==> src/sv/linear_probe_key_table_top_defines.svh <==
// Assertion macros for the linear probe key table.
`ifndef LINEAR_PROBE_KEY_TABLE_TOP_DEFINES_SVH
`define LINEAR_PROBE_KEY_TABLE_TOP_DEFINES_SVH

// Same-cycle implication, checked on every rising clock edge outside reset.
`define LPKT_ASSERT_SAME(label, clk, rst, ante, cons, msg) \
   label: assert property (@(posedge clk) disable iff (rst) (ante) |-> (cons)) \
      else $error(msg);

// Next-cycle implication.
`define LPKT_ASSERT_NEXT(label, clk, rst, ante, cons, msg) \
   label: assert property (@(posedge clk) disable iff (rst) (ante) |=> (cons)) \
      else $error(msg);

`endif

==> src/sv/lpkt_pkg.sv <==
// Types and constants shared by the linear probe key table.
package lpkt_pkg;

   localparam int KEY_W   = 31;
   localparam int ENTRY_W = 6;
   localparam int COUNT_W = 7;
   localparam int HASH_W  = 32;

   localparam logic [1:0] CMD_LOOKUP = 2'd0;
   localparam logic [1:0] CMD_INSERT = 2'd1;
   localparam logic [1:0] CMD_CLEAR  = 2'd2;

   localparam logic [2:0] STATUS_FOUND    = 3'd0;
   localparam logic [2:0] STATUS_INSERTED = 3'd1;
   localparam logic [2:0] STATUS_ABSENT   = 3'd2;
   localparam logic [2:0] STATUS_FULL     = 3'd3;
   localparam logic [2:0] STATUS_CLEARED  = 3'd4;

   localparam logic [ENTRY_W-1:0] MAX_ENTRIES_RESET = 6'd48;

   localparam logic [HASH_W-1:0] HASH_MUL1 = 32'h85EB_CA6B;
   localparam logic [HASH_W-1:0] HASH_MUL2 = 32'hC2B2_AE35;

   typedef struct packed {
      logic [1:0]       cmd;
      logic [KEY_W-1:0] key;
   } req_type;

   typedef struct packed {
      logic [2:0]         status;
      logic [ENTRY_W-1:0] entry_index;
   } rsp_type;

   typedef struct packed {
      logic               used;
      logic [KEY_W-1:0]   key;
      logic [ENTRY_W-1:0] entry;
   } slot_type;

   typedef enum logic [2:0] {
      S_IDLE,
      S_HASH1,
      S_HASH2,
      S_HASH3,
      S_MOD,
      S_MOD_FIX,
      S_PROBE,
      S_CLEAR
   } state_type;

endpackage

==> src/sv/linear_probe_key_table_top.sv <==
// Linear probe key table: hashed home slot, linear probing, sequential entry numbers.
//
// One command at a time: start is taken when busy is low, and the result shows on
// rsp_data for one cycle with rsp_valid high; it cannot be held off, so capture it
// then. A lookup or get-or-insert first hashes the key (one shared 32x32 multiplier
// used twice), then, when SLOTS is not a power of two, reduces the hash to a slot
// (the same multiplier gives a reciprocal quotient estimate and then quotient times
// SLOTS, and a last step corrects by one SLOTS), then probes the slots in turn, as
// the slot RAM is read once a cycle; the result follows in the next cycle, when
// busy has dropped and a new command may already be taken. A clear, and the pass
// after reset, write every slot empty one per cycle, busy meanwhile. max_entries is
// to be written through csr_wr_en / csr_wr_data only while the block is idle; the
// block itself does not enforce this.
`include "linear_probe_key_table_top_defines.svh"

module linear_probe_key_table_top #(
   parameter int SLOTS = 64
) (
   input  logic                         clock,
   input  logic                         reset,
   input  logic                         start,
   output logic                         busy,
   input  lpkt_pkg::req_type            req_data,
   output logic                         rsp_valid,
   output lpkt_pkg::rsp_type            rsp_data,
   input  logic                         csr_wr_en,
   input  logic [lpkt_pkg::ENTRY_W-1:0] csr_wr_data
);

   localparam int  IDX_W    = $clog2(SLOTS);
   localparam bit  IS_POW2  = (SLOTS == (1 << IDX_W));
   localparam int  SLOT_W   = $bits(lpkt_pkg::slot_type);
   // floor(2^32 / SLOTS); the quotient it gives is at most one short
   localparam logic [63:0] RECIP_FULL = (64'd1 << 32) / 64'(SLOTS);
   localparam logic [lpkt_pkg::HASH_W-1:0] SLOTS_H = lpkt_pkg::HASH_W'(SLOTS);

   lpkt_pkg::state_type state_ff, state_in;

   logic [lpkt_pkg::KEY_W-1:0]   key_ff, key_in;
   logic [1:0]                   cmd_ff, cmd_in;
   logic [lpkt_pkg::HASH_W-1:0]  hash_ff, hash_in;
   logic [lpkt_pkg::HASH_W-1:0]  quo_ff, quo_in;
   logic [IDX_W-1:0]             pos_ff, pos_in;
   logic [IDX_W-1:0]             probe_n_ff, probe_n_in;
   logic [IDX_W-1:0]             clr_addr_ff, clr_addr_in;
   logic                         clr_resp_ff, clr_resp_in;
   logic [lpkt_pkg::COUNT_W-1:0] count_ff, count_in;
   logic [lpkt_pkg::ENTRY_W-1:0] max_ff, max_in;
   logic                         rsp_valid_ff, rsp_valid_in;
   lpkt_pkg::rsp_type            rsp_ff, rsp_in;

   // shared multiplier
   logic [lpkt_pkg::HASH_W-1:0]   mul_a, mul_b;
   logic [2*lpkt_pkg::HASH_W-1:0] mul_full;

   logic [lpkt_pkg::HASH_W-1:0] hash_final;
   logic [lpkt_pkg::HASH_W-1:0] pos_fix;
   logic [IDX_W-1:0]            pos_wrap;
   logic                        room;

   logic [IDX_W-1:0]    ram_raddr, ram_waddr;
   logic                ram_we;
   logic [SLOT_W-1:0]   ram_wdata, ram_rdata;
   lpkt_pkg::slot_type  rd_slot, wr_slot;

   lpkt_ram #(
      .WIDTH (SLOT_W),
      .DEPTH (SLOTS)
   ) u_slot_ram (
      .clock   (clock),
      .wr_en   (ram_we),
      .wr_addr (ram_waddr),
      .wr_data (ram_wdata),
      .rd_addr (ram_raddr),
      .rd_data (ram_rdata)
   );

   assign rd_slot   = lpkt_pkg::slot_type'(ram_rdata);
   assign ram_wdata = SLOT_W'(wr_slot);

   assign mul_full   = mul_a * mul_b;
   assign hash_final = hash_ff ^ (hash_ff >> 16);
   assign pos_fix    = (hash_ff >= SLOTS_H) ? hash_ff - SLOTS_H : hash_ff;
   assign pos_wrap   = (pos_ff == IDX_W'(SLOTS - 1)) ? '0 : pos_ff + IDX_W'(1);
   assign room       = (count_ff < {1'b0, max_ff}) &&
                       (32'(count_ff) < 32'(SLOTS));

   always_ff @(posedge clock) begin
      if (reset) begin
         state_ff <= lpkt_pkg::S_CLEAR;
      end else begin
         state_ff <= state_in;
      end
   end

   always_ff @(posedge clock) begin
      if (reset) begin
         clr_addr_ff  <= '0;
         clr_resp_ff  <= 1'b0;
         count_ff     <= '0;
         max_ff       <= lpkt_pkg::MAX_ENTRIES_RESET;
         rsp_valid_ff <= 1'b0;
      end else begin
         clr_addr_ff  <= clr_addr_in;
         clr_resp_ff  <= clr_resp_in;
         count_ff     <= count_in;
         max_ff       <= max_in;
         rsp_valid_ff <= rsp_valid_in;
      end
   end

   always_ff @(posedge clock) begin
      key_ff     <= key_in;
      cmd_ff     <= cmd_in;
      hash_ff    <= hash_in;
      quo_ff     <= quo_in;
      pos_ff     <= pos_in;
      probe_n_ff <= probe_n_in;
      rsp_ff     <= rsp_in;
   end

   always_comb begin
      state_in     = state_ff;
      key_in       = key_ff;
      cmd_in       = cmd_ff;
      hash_in      = hash_ff;
      quo_in       = quo_ff;
      pos_in       = pos_ff;
      probe_n_in   = probe_n_ff;
      clr_addr_in  = clr_addr_ff;
      clr_resp_in  = clr_resp_ff;
      count_in     = count_ff;
      max_in       = csr_wr_en ? csr_wr_data : max_ff;
      rsp_valid_in = 1'b0;
      rsp_in       = rsp_ff;
      mul_a        = hash_ff;
      mul_b        = lpkt_pkg::HASH_MUL2;
      ram_raddr    = pos_ff;
      ram_we       = 1'b0;
      ram_waddr    = pos_ff;
      wr_slot      = '0;

      case (state_ff)
         lpkt_pkg::S_IDLE: begin
            if (start) begin
               key_in  = req_data.key;
               cmd_in  = req_data.cmd;
               hash_in = {1'b0, req_data.key};
               if (req_data.cmd == lpkt_pkg::CMD_CLEAR) begin
                  count_in    = '0;
                  clr_addr_in = '0;
                  clr_resp_in = 1'b1;
                  state_in    = lpkt_pkg::S_CLEAR;
               end else begin
                  state_in = lpkt_pkg::S_HASH1;
               end
            end
         end

         lpkt_pkg::S_HASH1: begin
            mul_a    = hash_ff ^ (hash_ff >> 16);
            mul_b    = lpkt_pkg::HASH_MUL1;
            hash_in  = mul_full[lpkt_pkg::HASH_W-1:0];
            state_in = lpkt_pkg::S_HASH2;
         end

         lpkt_pkg::S_HASH2: begin
            mul_a    = hash_ff ^ (hash_ff >> 13);
            mul_b    = lpkt_pkg::HASH_MUL2;
            hash_in  = mul_full[lpkt_pkg::HASH_W-1:0];
            state_in = lpkt_pkg::S_HASH3;
         end

         lpkt_pkg::S_HASH3: begin
            hash_in    = hash_final;
            probe_n_in = '0;
            if (IS_POW2) begin
               pos_in    = hash_final[IDX_W-1:0];
               ram_raddr = hash_final[IDX_W-1:0];
               state_in  = lpkt_pkg::S_PROBE;
            end else begin
               mul_a    = hash_final;
               mul_b    = RECIP_FULL[lpkt_pkg::HASH_W-1:0];
               quo_in   = mul_full[2*lpkt_pkg::HASH_W-1:lpkt_pkg::HASH_W];
               state_in = lpkt_pkg::S_MOD;
            end
         end

         // leaves the hash mod SLOTS, plus at most one SLOTS
         lpkt_pkg::S_MOD: begin
            mul_a    = quo_ff;
            mul_b    = SLOTS_H;
            hash_in  = hash_ff - mul_full[lpkt_pkg::HASH_W-1:0];
            state_in = lpkt_pkg::S_MOD_FIX;
         end

         lpkt_pkg::S_MOD_FIX: begin
            pos_in    = pos_fix[IDX_W-1:0];
            ram_raddr = pos_fix[IDX_W-1:0];
            state_in  = lpkt_pkg::S_PROBE;
         end

         // rd_slot holds pos_ff; the next slot is read ahead in case probing goes on
         lpkt_pkg::S_PROBE: begin
            ram_raddr = pos_wrap;
            if (rd_slot.used && rd_slot.key == key_ff) begin
               rsp_valid_in       = 1'b1;
               rsp_in.status      = lpkt_pkg::STATUS_FOUND;
               rsp_in.entry_index = rd_slot.entry;
               state_in           = lpkt_pkg::S_IDLE;
            end else if (!rd_slot.used || probe_n_ff == IDX_W'(SLOTS - 1)) begin
               rsp_valid_in       = 1'b1;
               rsp_in.entry_index = '0;
               state_in           = lpkt_pkg::S_IDLE;
               case (cmd_ff)
                  lpkt_pkg::CMD_INSERT: begin
                     if (!rd_slot.used && room) begin
                        ram_we             = 1'b1;
                        ram_waddr          = pos_ff;
                        wr_slot.used       = 1'b1;
                        wr_slot.key        = key_ff;
                        wr_slot.entry      = count_ff[lpkt_pkg::ENTRY_W-1:0];
                        count_in           = count_ff + lpkt_pkg::COUNT_W'(1);
                        rsp_in.status      = lpkt_pkg::STATUS_INSERTED;
                        rsp_in.entry_index = count_ff[lpkt_pkg::ENTRY_W-1:0];
                     end else begin
                        rsp_in.status = lpkt_pkg::STATUS_FULL;
                     end
                  end
                  default: begin
                     rsp_in.status = lpkt_pkg::STATUS_ABSENT;
                  end
               endcase
            end else begin
               pos_in     = pos_wrap;
               probe_n_in = probe_n_ff + IDX_W'(1);
            end
         end

         lpkt_pkg::S_CLEAR: begin
            ram_we      = 1'b1;
            ram_waddr   = clr_addr_ff;
            clr_addr_in = clr_addr_ff + IDX_W'(1);
            if (clr_addr_ff == IDX_W'(SLOTS - 1)) begin
               state_in    = lpkt_pkg::S_IDLE;
               clr_resp_in = 1'b0;
               if (clr_resp_ff) begin
                  rsp_valid_in       = 1'b1;
                  rsp_in.status      = lpkt_pkg::STATUS_CLEARED;
                  rsp_in.entry_index = '0;
               end
            end
         end

         default: begin
            state_in = lpkt_pkg::S_IDLE;
         end
      endcase
   end

   assign busy      = (state_ff != lpkt_pkg::S_IDLE);
   assign rsp_valid = rsp_valid_ff;
   assign rsp_data  = rsp_ff;

   `LPKT_ASSERT_NEXT(a_start_busy, clock, reset, start && !busy, busy,
                     "accepted command did not raise busy")

   `LPKT_ASSERT_SAME(a_rsp_idle, clock, reset, rsp_valid, !busy,
                     "result beat while still busy")

   `LPKT_ASSERT_SAME(a_insert_count, clock, reset,
                     rsp_valid && rsp_data.status == lpkt_pkg::STATUS_INSERTED,
                     count_ff == lpkt_pkg::COUNT_W'(rsp_data.entry_index) + lpkt_pkg::COUNT_W'(1),
                     "inserted entry number out of step with entry count")

   `LPKT_ASSERT_SAME(a_count_limit, clock, reset, 1'b1,
                     count_ff <= lpkt_pkg::COUNT_W'(63),
                     "entry count beyond load limit range")

endmodule

==> src/sv/lpkt_ram.sv <==
// Generic single-write, single-read RAM with registered read data.
module lpkt_ram #(
   parameter int WIDTH = 8,
   parameter int DEPTH = 64
) (
   input  logic                     clock,
   input  logic                     wr_en,
   input  logic [$clog2(DEPTH)-1:0] wr_addr,
   input  logic [WIDTH-1:0]         wr_data,
   input  logic [$clog2(DEPTH)-1:0] rd_addr,
   output logic [WIDTH-1:0]         rd_data
);

   logic [WIDTH-1:0] mem_ff [DEPTH];
   logic [WIDTH-1:0] rd_data_ff;

   always_ff @(posedge clock) begin
      if (wr_en) begin
         mem_ff[wr_addr] <= wr_data;
      end
      rd_data_ff <= mem_ff[rd_addr];
   end

   assign rd_data = rd_data_ff;

endmodule
==> config.mk <==
export PLATFORM = sky130hd
export DESIGN_NAME = linear_probe_key_table_top
export DESIGN_NICKNAME = d
export VERILOG_FILES = /design/src/sv/lpkt_pkg.sv /design/src/sv/linear_probe_key_table_top.sv /design/src/sv/lpkt_ram.sv
export VERILOG_INCLUDE_DIRS = /design/src /design/src/sv
export SDC_FILE = /design/constraint.sdc
export NUM_CORES = 2
export LEC_CHECK = 0
export BUFFER_PORTS_ARGS = -buffer_cell sky130_fd_sc_hd__clkbuf_2
export CORE_MARGIN = 8
export CORE_UTILIZATION = 35
export DETAILED_ROUTE_END_ITERATION = 10
export PLACE_DENSITY = 0.53
export SLEW_MARGIN = 20
export SYNTH_ARGS = -nofsm -noshare
export SYNTH_HDL_FRONTEND = slang
export SYNTH_SLANG_ARGS = --single-unit
==> constraint.sdc <==
create_clock -name clock -period 13.4 [get_ports clock]
set_clock_uncertainty 0.15 [all_clocks]
set_input_delay 0.67 -clock clock [delete_from_list [all_inputs] [get_ports clock]]
set_output_delay 0.67 -clock clock [all_outputs]
set_load 0.005 [all_outputs]
==> impl_summary.log <==
INFO  metric post-route-drc-count = 0
INFO  metric grt_setup_unrepaired = false
INFO  metric setup.worst_path.start = state_ff[1]
INFO  metric post_route_cells_drive_above_1_share = 7.80%
INFO  metric synth.ff_latch_count = 2580
INFO  metric hold_class = input port to flop
INFO  metric postSynthNetCount = 10300
INFO  metric setup_viol = 0
INFO  metric synth-edff-count = 2518
INFO  metric max-slew-margin-rel = 15.2%
INFO  metric min_path_cells = 1
INFO  metric clock_tree_from_tritoncts = done
INFO  metric timing_worst_setup_path_type = flop to flop
INFO  metric top_layer_used = met4
INFO  metric core.rowCount = 214
INFO  metric synth.top_cells.by_count = nand2_1, edfxtp_1, nand3_1
INFO  metric critPathTopFamily = adder cells
INFO  metric wl_met2 = 169000 um
INFO  metric cts.clk_slew.worst_paths = 0.06 ns
INFO  metric ys_dominant_reg_cell = edfxtp_1
INFO  metric critPathMostFrequentCell = fa_1
INFO  metric grt_antenna_before_repair = 9
INFO  metric ys_top_cells_by_area = edfxtp_1, nand2_1, fa_1, a311oi_1, nand3_1
INFO  metric root_cell_of_the_clock_tree = clkbuf_16
INFO  metric critical_path_buf_inv_count = 4
INFO  metric worst-slew-pin-transition = 1.26 ns
INFO  metric cts_resized = 0
INFO  metric dr.first_iter.drc_count = 8547
INFO  metric r2r_end = hash_ff[29]
INFO  metric start_util = 35.1%
INFO  metric areaGrowthSynthToFinish = 12.0%
INFO  metric nets = 10200
INFO  metric wl_per_cell = 26.2 um
INFO  metric final-max-slew-violation-count = 0
INFO  metric ioPinCount = 54
INFO  metric r2r.worst_path.cells = 35
INFO  metric worstPathRequired = 13.78 ns
INFO  metric horiz_die_dim = 599 um
INFO  metric cts_sinks = 2580
INFO  metric die_area = 0.358 mm2
INFO  metric drtPass1Iterations = 7
INFO  metric arrival = 11.57 ns
INFO  metric final-hold-violation-count = 0
INFO  metric finalCritPeriodShare = 83.5%
INFO  metric grt_start_max_net_pins = 151
INFO  metric critPathMaxFanout = 50
INFO  metric r2r_start = state_ff[1]
INFO  metric async_reset_ff_share = 0%
INFO  metric floorplan.die.height = 599 um
INFO  metric deepest_level_of_the_cts_h_tree = 5
INFO  metric rrSetupSlack = 2.21 ns
INFO  metric detailroute.via_count = 78800
INFO  metric synthMostInstantiatedCell = nand2_1
INFO  metric insertion_delay = 0.85 ns
INFO  metric syn_avg_cell_area = 12.3 um2
INFO  metric grt_usage = 20.3%
INFO  metric hold_buffers = 24
INFO  metric yosysWarnings = 0
INFO  metric gr-total-overflow = 0
INFO  metric setup.worst_path.end_class = flop
INFO  metric ant_nets = 0
INFO  metric fin_worst_hold_slack = 0.0656 ns
INFO  metric cpMaxStageDelayCell = dfxtp_4
INFO  metric drv.max_cap_violation_count = 0
INFO  metric total_met3_wirelength_after_detailed_routing = 29200 um
INFO  metric yosysTopAreaCell = edfxtp_1
INFO  metric cts_setup_buffers = 0
INFO  metric hold_path_startpoint = req_data[16]
INFO  metric hold-path-endpoint = key_ff[16]
INFO  metric fmax = 89.3 MHz
INFO  metric port-buffer-count = 53
INFO  metric cts-buffers-inserted = 272
INFO  metric synthDistinctLibCells = 81
INFO  metric postRouteWirelength = 376000 um
INFO  metric number_of_global_route_vias_before_repair = 75900
INFO  metric synthesis.instances = 9691
INFO  metric crit_path_max_incr_delay = 0.73 ns
INFO  metric fillers = 32100
INFO  metric grt_first_pass_wirelength = 543000 um
INFO  metric fraction_of_post_synthesis_cell_area_in_the_top_cell_type_by_area = 63.6%
INFO  metric layout_min_cycle_time = 11.19 ns
INFO  metric dp_hpwl = 219000 um
INFO  metric met1Wirelength = 167000 um
INFO  metric ys_seq_area_share = 64.7%
INFO  metric cp-start-kind = flop
INFO  metric vias_per_cell = 5.49
INFO  metric globalplace.congestion = 0.898
INFO  metric setup_total_negative_slack = 0 ns
INFO  metric outcome = finished clean
INFO  metric synth_area = 0.119 mm2
INFO  metric design.core.area = 0.339 mm2
INFO  metric max-clock-path-buffers = 4
[worst max-delay path by stage]
stage          cells after the start     endpoint
3_3_place_gp                      35  hash_ff[29]
3_5_place_dp                      35  hash_ff[29]
2_1_floorplan                     38  hash_ff[29]
4_1_cts                           35  hash_ff[29]
5_1_grt                           35  hash_ff[29]
6_report                          35  hash_ff[29]
[kinds of logic (layout without fill, tap and decap cells)]
family / after synthesis / after routing / synth area share [%]
AOI/OAI and AO/OA: 1285 / 1285 / 7.92
adders and majority gates: 556 / 556 / 7.80
xor gates and xnor gates: 172 / 172 / 1.31
DFF: 2580 / 2580 / 64.7
and+or+nand+nor: 4019 / 4019 / 14.5
muxes: 16 / 16 / 0.146
buffers and inverters: 1063 / 1191 / 3.69
other: 0 / 7 / 0
[stage by stage]
stage	setup slack (ns)	area, um2	std cells	utilization, %
after floorplan	3.37	119000	9691	-
after global placement	2.37	125000	13900	36.7
after detailed placement	2.37	125000	13900	36.8
after CTS	2.34	133000	14400	39.3
after global routing	1.63	133000	14400	39.3
final	2.21	133000	14400	39.3
[layout make-up]
class                           count  area [um2]  share of cell area [%]
Sequential cell                  2580       76900                    57.7
Multi-Input combinational cell   6048       38300                    28.8
Clock buffer                      367        7440                    5.58
Tap cell                         4536        5680                    4.26
Timing Repair Buffer              290        2380                    1.79
Inverter                          427        1610                    1.21
Clock inverter                    107         847                   0.636
Antenna cell                        7        17.5                  0.0132
[registers in the layout, indices dropped and copies added, names as in the netlist]
signal / cells
hash_ff: 32
probe_n_ff: 6
rsp_valid: 1
state_ff: 3
key_ff: 31
rsp_data: 9
max_ff: 6
cmd_ff: 2
clr_resp_ff: 1
u_slot_ram.mem_ff: 2432
pos_ff: 6
clr_addr_ff: 6
count_ff: 7
u_slot_ram.rd_data: 38
[cells in the final DEF, fill, tap and decap left out, drive strengths merged, types with 197 or more instances in the layout]
master,n
nand3,643
a311oi,420
and3,321
nand2,2684
ha,247
a31oi,201
buf,213
clkbuf,420
fa,308
inv,433
edfxtp,2518
nor2,197
[routing by layer]
layer	up-vias	global-route usage, %
met3	561	3.30
met2	3254	31.5
li1	34900	-
met5	-	0
met1	40100	29.5
met4	0	5.82
Power is not shown: default switching activity piles up to over one toggle a cycle in this logic, so the estimate is an artifact.
